`config.mk`:
```
export PLATFORM = sky130hd
export DESIGN_NAME = tbs_avg
export DESIGN_NICKNAME = d
export VERILOG_FILES = /design/src/rtl/core/tbs_pkg.sv /design/src/rtl/core/tbs_avg.sv
export SDC_FILE = /design/constraint.sdc
export NUM_CORES = 2
export LEC_CHECK = 0
export ABC_AREA = 1
export BUFFER_PORTS_ARGS = -buffer_cell sky130_fd_sc_hd__buf_4
export CORE_UTILIZATION = 28
export DETAILED_ROUTE_END_ITERATION = 8
export PLACE_DENSITY = 0.44
export SLEW_MARGIN = 40
export SYNTH_ARGS = -nofsm -noshare
export SYNTH_HDL_FRONTEND = slang
export SYNTH_SLANG_ARGS = --single-unit
```
`constraint.sdc`:
```
create_clock -name clock -period 18.4 [get_ports clock]
set_input_delay 0.92 -clock clock [delete_from_list [all_inputs] [get_ports clock]]
set_output_delay 0.92 -clock clock [all_outputs]
set_load 0.02 [all_outputs]
```
`src/rtl/core/tbs_pkg.sv`:
```
package tbs_pkg;

   // table geometry
   localparam int DEPTH  = 64;
   localparam int ADDR_W = $clog2(DEPTH);
   localparam int CNT_W  = $clog2(DEPTH + 1);

   // field and register widths
   localparam int SAMPLE_W   = 16;
   localparam int RADIUS_W   = 5;
   localparam int PASS_W     = 4;
   localparam int CSR_IDX_W  = 1;
   localparam int CSR_DATA_W = 5;

   // register indexes and reset values
   localparam logic [CSR_IDX_W-1:0] REG_RADIUS     = 1'd0;
   localparam logic [CSR_IDX_W-1:0] REG_PASS_COUNT = 1'd1;
   localparam logic [RADIUS_W-1:0]  RADIUS_RESET   = 5'd1;
   localparam logic [PASS_W-1:0]    PASS_RESET     = 4'd1;

   // sweep arithmetic
   localparam int SUM_W       = 22;
   localparam int STEP_W      = 7;
   localparam int IDX_W       = 9;
   localparam int RECIP_SHIFT = 27;
   localparam int RECIP_W     = 28;
   localparam int PROD_W      = SUM_W + RECIP_W;

   // largest quotient magnitude, reached only by a negative average
   localparam logic [SAMPLE_W-1:0] Q_LIMIT = 16'h8000;

   // ceil(2^27 / (2*radius + 1)) for every radius
   localparam logic [RECIP_W-1:0] RECIP_TABLE [0:31] = '{
      28'd134217728, 28'd44739243, 28'd26843546, 28'd19173962,
      28'd14913081,  28'd12201612, 28'd10324441, 28'd8947849,
      28'd7895161,   28'd7064091,  28'd6391321,  28'd5835554,
      28'd5368710,   28'd4971027,  28'd4628198,  28'd4329605,
      28'd4067204,   28'd3834793,  28'd3627507,  28'd3441481,
      28'd3273604,   28'd3121343,  28'd2982617,  28'd2855697,
      28'd2739138,   28'd2631721,  28'd2532410,  28'd2440323,
      28'd2354697,   28'd2274877,  28'd2200291,  28'd2130441
   };

   typedef struct packed {
      logic signed [SAMPLE_W-1:0] sample;
      logic                       last_in;
   } req_type;

   typedef struct packed {
      logic signed [SAMPLE_W-1:0] smoothed;
      logic                       last_out;
      logic                       overflow;
   } rsp_type;

   // one step of a smoothing sweep
   typedef struct packed {
      logic              valid;
      logic              clear;
      logic              sub_en;
      logic              out_en;
      logic [ADDR_W-1:0] out_addr;
   } step_type;

   // write of one averaged entry
   typedef struct packed {
      logic                we;
      logic [ADDR_W-1:0]   addr;
      logic [SAMPLE_W-1:0] data;
   } wr_type;

endpackage

```
`src/rtl/core/tbs_avg.sv`:
```
module tbs_avg (
   input  logic                             clock,
   input  logic                             reset,
   input  tbs_pkg::step_type                step,
   input  logic [tbs_pkg::RADIUS_W-1:0]     radius,
   input  logic [tbs_pkg::SAMPLE_W-1:0]     add_data,
   input  logic [tbs_pkg::SAMPLE_W-1:0]     sub_data,
   output logic                             busy,
   output tbs_pkg::wr_type                  wr
);
   import tbs_pkg::*;

   step_type                   ctl1_ff, ctl2_ff, ctl3_ff, ctl4_ff;
   logic signed [SUM_W-1:0]    sum_ff, sum_in;
   logic [SUM_W-1:0]           abs_val;
   logic [SUM_W-1:0]           mag_ff, mag_in;
   logic                       neg_ff, neg3_ff;
   logic [RECIP_W-1:0]         recip_ff, recip_in;
   logic [PROD_W-1:0]          prod_ff, prod_in;
   logic [SAMPLE_W-1:0]        quot;

   // step control follows the data down the pipe
   always_ff @(posedge clock) begin
      if (reset) begin
         ctl1_ff <= '0;
         ctl2_ff <= '0;
         ctl3_ff <= '0;
         ctl4_ff <= '0;
      end else begin
         ctl1_ff <= step;
         ctl2_ff <= ctl1_ff;
         ctl3_ff <= ctl2_ff;
         ctl4_ff <= ctl3_ff;
      end
   end

   // window sum: add the entering sample, drop the leaving one
   always_comb begin
      sum_in = sum_ff;
      if (ctl1_ff.valid) begin
         sum_in = (ctl1_ff.clear ? '0 : sum_ff)
                + SUM_W'($signed(add_data))
                - (ctl1_ff.sub_en ? SUM_W'($signed(sub_data)) : '0);
      end
   end

   // magnitude plus half the window length for rounding
   assign abs_val  = sum_ff[SUM_W-1] ? SUM_W'(-sum_ff) : SUM_W'(sum_ff);
   assign mag_in   = abs_val + SUM_W'(radius);
   assign recip_in = RECIP_TABLE[radius];

   // divide by the window length through its reciprocal
   assign prod_in = mag_ff * recip_ff;
   assign quot    = prod_ff[RECIP_SHIFT +: SAMPLE_W];

   always_ff @(posedge clock) begin
      sum_ff   <= reset ? '0 : sum_in;
      mag_ff   <= mag_in;
      neg_ff   <= sum_ff[SUM_W-1];
      recip_ff <= recip_in;
      prod_ff  <= prod_in;
      neg3_ff  <= neg_ff;
   end

   // restore the sign and write the averaged entry
   always_comb begin
      wr.we   = ctl4_ff.valid & ctl4_ff.out_en;
      wr.addr = ctl4_ff.out_addr;
      wr.data = neg3_ff ? SAMPLE_W'(-quot) : quot;
   end

   assign busy = ctl1_ff.valid | ctl2_ff.valid | ctl3_ff.valid | ctl4_ff.valid;

   a_quot_range: assert property (@(posedge clock) disable iff (reset)
      wr.we |-> (quot <= Q_LIMIT))
      else $error("averaged magnitude beyond sample range");

   a_pos_fits: assert property (@(posedge clock) disable iff (reset)
      (wr.we && !neg3_ff) |-> !quot[SAMPLE_W-1])
      else $error("positive average does not fit the sample field");

endmodule
```
==> metrics.cfg <==
[synth]
synth.distinct_cells=52
post_synth.cell_area_avg_um2=7.41
netlist_instances=3563
synth_compound_area_share_pct=5.76
post_synth_and_or_nand_nor_area_fraction_pct=19.8
yosysSeqAreaShare_pct=9.32
muxShareOfSynthArea_pct=0
synthFlopType=dfxtp_1
ys_async_sr_fraction_pct=0
yosys_warnings=0
synth_top_family_by_area=adder cells
synthAdderAreaFrac_pct=46.3
synth_nets=4286
ys_ff_latch=123
synth_edf_count=0
syn_area_um2=26400
synth_xor_area_share_pct=2.15

[cts]
postCtsResizedCells=0
htreeDepth=4
post_cts_buffers=0
clockBufferDepth=2
clock_latency_ns=0.47
clock_tree.root_cell=clkbuf_16
clkTransAtPathRegs_ns=0.06
tritoncts=done
cts_hold_buffers=0
cts_buffers=17
cts.sinks=123

[floorplanning]
core-area_um2=93300
die_area_um2=95600
placementRows=112
pin_count=73
start_util_pct=28.3
fp.dieW_um=309
die_y_um=309

[finish]
nNetsFinal=4264
layout-drive-gt1-share_pct=6.11
layout_commonest_cell=inv_1
antennaDiodeCount=0
area_delta_synth_final_pct=9.41
mostFrequentLayoutCells=inv_1, nand2_1, fa_1, nor2_1, ha_1

[setup_path]
cp.required_ns=18.80
crit_fanout=22
worstSetupPathType=flip-flop to flip-flop
crit_slowest_cell=dfxtp_2
slowest_delay_ns=0.92
crit_family=adder cells
crit_buf_inv=2
worstSetupEndpointType=flip-flop
crit_arrival_ns=7.14
cp_cell_sequence=nand2_1 -> fa_1 -> fa_1 -> fa_1 -> inv_1 -> fa_1 -> fa_1 -> fa_1 -> fa_1 -> ha_1 -> nand2_1 -> nor2_1 -> inv_1 -> nor4_1 -> o21ai_0 -> nand3_1 -> xor2_1
startpoint_type=flip-flop
crit_top_cell=fa_1

[sta]
fmax_mhz=148
rsz0062_at_grt=false
worstMarginPinSlew_ns=0.904
fin_setup_tns_ns=0
setup_violations=0
fin_crit_ns=6.74
finalCritPeriodShare_pct=36.6
relSlewSlack_pct=39.7
skew_ns=0.0147
final_max_slew_viol_count=0
hold_viol=0

[drt]
detail-route-antenna-nets=0
first_pass_iters=5
viasPerCell=4.39
drc=0
via_count=21100
drt_wl_total_um=81900
wire_per_inst_um=17.0
initialDrtViolationCount=1217

[global_route]
grt_usage_pct=18.3
antenna_found_initial=0
grt_overflow_total=0
grt_pass1_vias=22700
grt_pass1_wl_um=133000
grt_max_degree=49

[placement]
place_hpwl_um=63800
portBuffers=72
gp_congestion=0.856

[run]
cap_violations=0

[run_status]
outcome=finished clean

[worst_hold_path]
hp-class=flip-flop to flip-flop

==> tightest hold or removal path, cell delays in order, from the launching register on <==
cell	delay, ns
dfxtp_1	0.29
inv_1	0.04
nor2_1	0.03
==> metrics by stage <==
| stage | hold slack (ns) | cell area [um^2] | util (%) | std cells | worst slack (ns) |
|---|---|---|---|---|---|
| final | 0.399 | 28900 | 31.0 | 4808 | 11.66 |
| after global routing | 0.405 | 28900 | 31.0 | 4808 | 11.38 |
| after CTS | 0.400 | 28900 | 30.9 | 4807 | 11.73 |
| after detailed placement | 0.392 | 28200 | 30.2 | 4775 | 11.77 |
| after global placement | 0.389 | 28200 | 30.2 | 4775 | 11.74 |
| after floorplan | 0.310 | 26400 | - | 3563 | 12.46 |
==> synthesized netlist by cell type, types with 5 or more instances <==
cell / instances / area [um^2]
inv_1: 1004 / 3770
nand2_1: 902 / 3390
fa_1: 504 / 10100
nor2_1: 183 / 687
ha_1: 170 / 2130
dfxtp_1: 123 / 2460
clkbuf_1: 116 / 435
a21oi_1: 105 / 526
o21ai_0: 88 / 440
nand3_1: 83 / 415
xor2_1: 48 / 420
nand4_1: 26 / 163
buf_1: 21 / 78.8
a21o_1: 16 / 120
nand2_2: 16 / 100
nor3_1: 16 / 80.1
xnor2_1: 15 / 131
a31oi_1: 14 / 87.6
o211ai_1: 10 / 75.1
inv_2: 9 / 33.8
o21bai_1: 9 / 67.6
buf_4: 8 / 60.1
nand3b_1: 7 / 52.6
nor2_2: 7 / 43.8
nand2_4: 5 / 56.3
nor2_4: 5 / 56.3
==> cell families after synthesis <==
family	Yosys count
AO/OA/AOI/OAI	268
adder cells (fa/ha/maj)	674
AND/OR/NAND/NOR	1270
XOR/XNOR	64
flip-flops	123
buffers and inverters	1164
==> flip-flops by register name (all words and copies together), names as in the netlist <==
name,count
ctl4_ff,2
ctl2_ff,8
wr,6
neg3_ff,1
ctl1_ff,10
sum_ff,22
mag_ff,22
recip_ff,27
prod_ff,16
ctl3_ff,8
neg_ff,1
==> path summary, 6_finish.rpt <==
kind / startpoint / to / slack (ns) / cells after the start
setup reg to reg: recip_ff[13] / prod_ff[36] / 11.66 / 17
hold / removal: ctl1_ff[2] / ctl2_ff[2] / 0.40 / 2
hold reg to reg: ctl1_ff[2] / ctl2_ff[2] / 0.40 / 2
setup / recovery: recip_ff[13] / prod_ff[36] / 11.66 / 17
==> layer usage <==
metal / vias up / track usage [%] / wire length [um]
met2: 435 / 31.3 / 39300
met1: 10400 / 24.9 / 38500
met3: 45 / 1.85 / 2880
met4: 0 / 3.90 / 1210
met5: - / 0 / 0
li1: 10200 / - / -
==> area by class of cell <==
cell class,count,area [um^2]
Clock buffer,21,470
Clock inverter,11,179
Fill cell,10300,64400
Inverter,1015,3810
Multi-Input combinational cell,2276,19600
Sequential cell,123,2480
Tap cell,1254,1570
Timing Repair Buffer,108,831
Power is left out: the tool's default activity adds up to more than one toggle a clock period on the data nets, which glitch-free logic cannot reach.
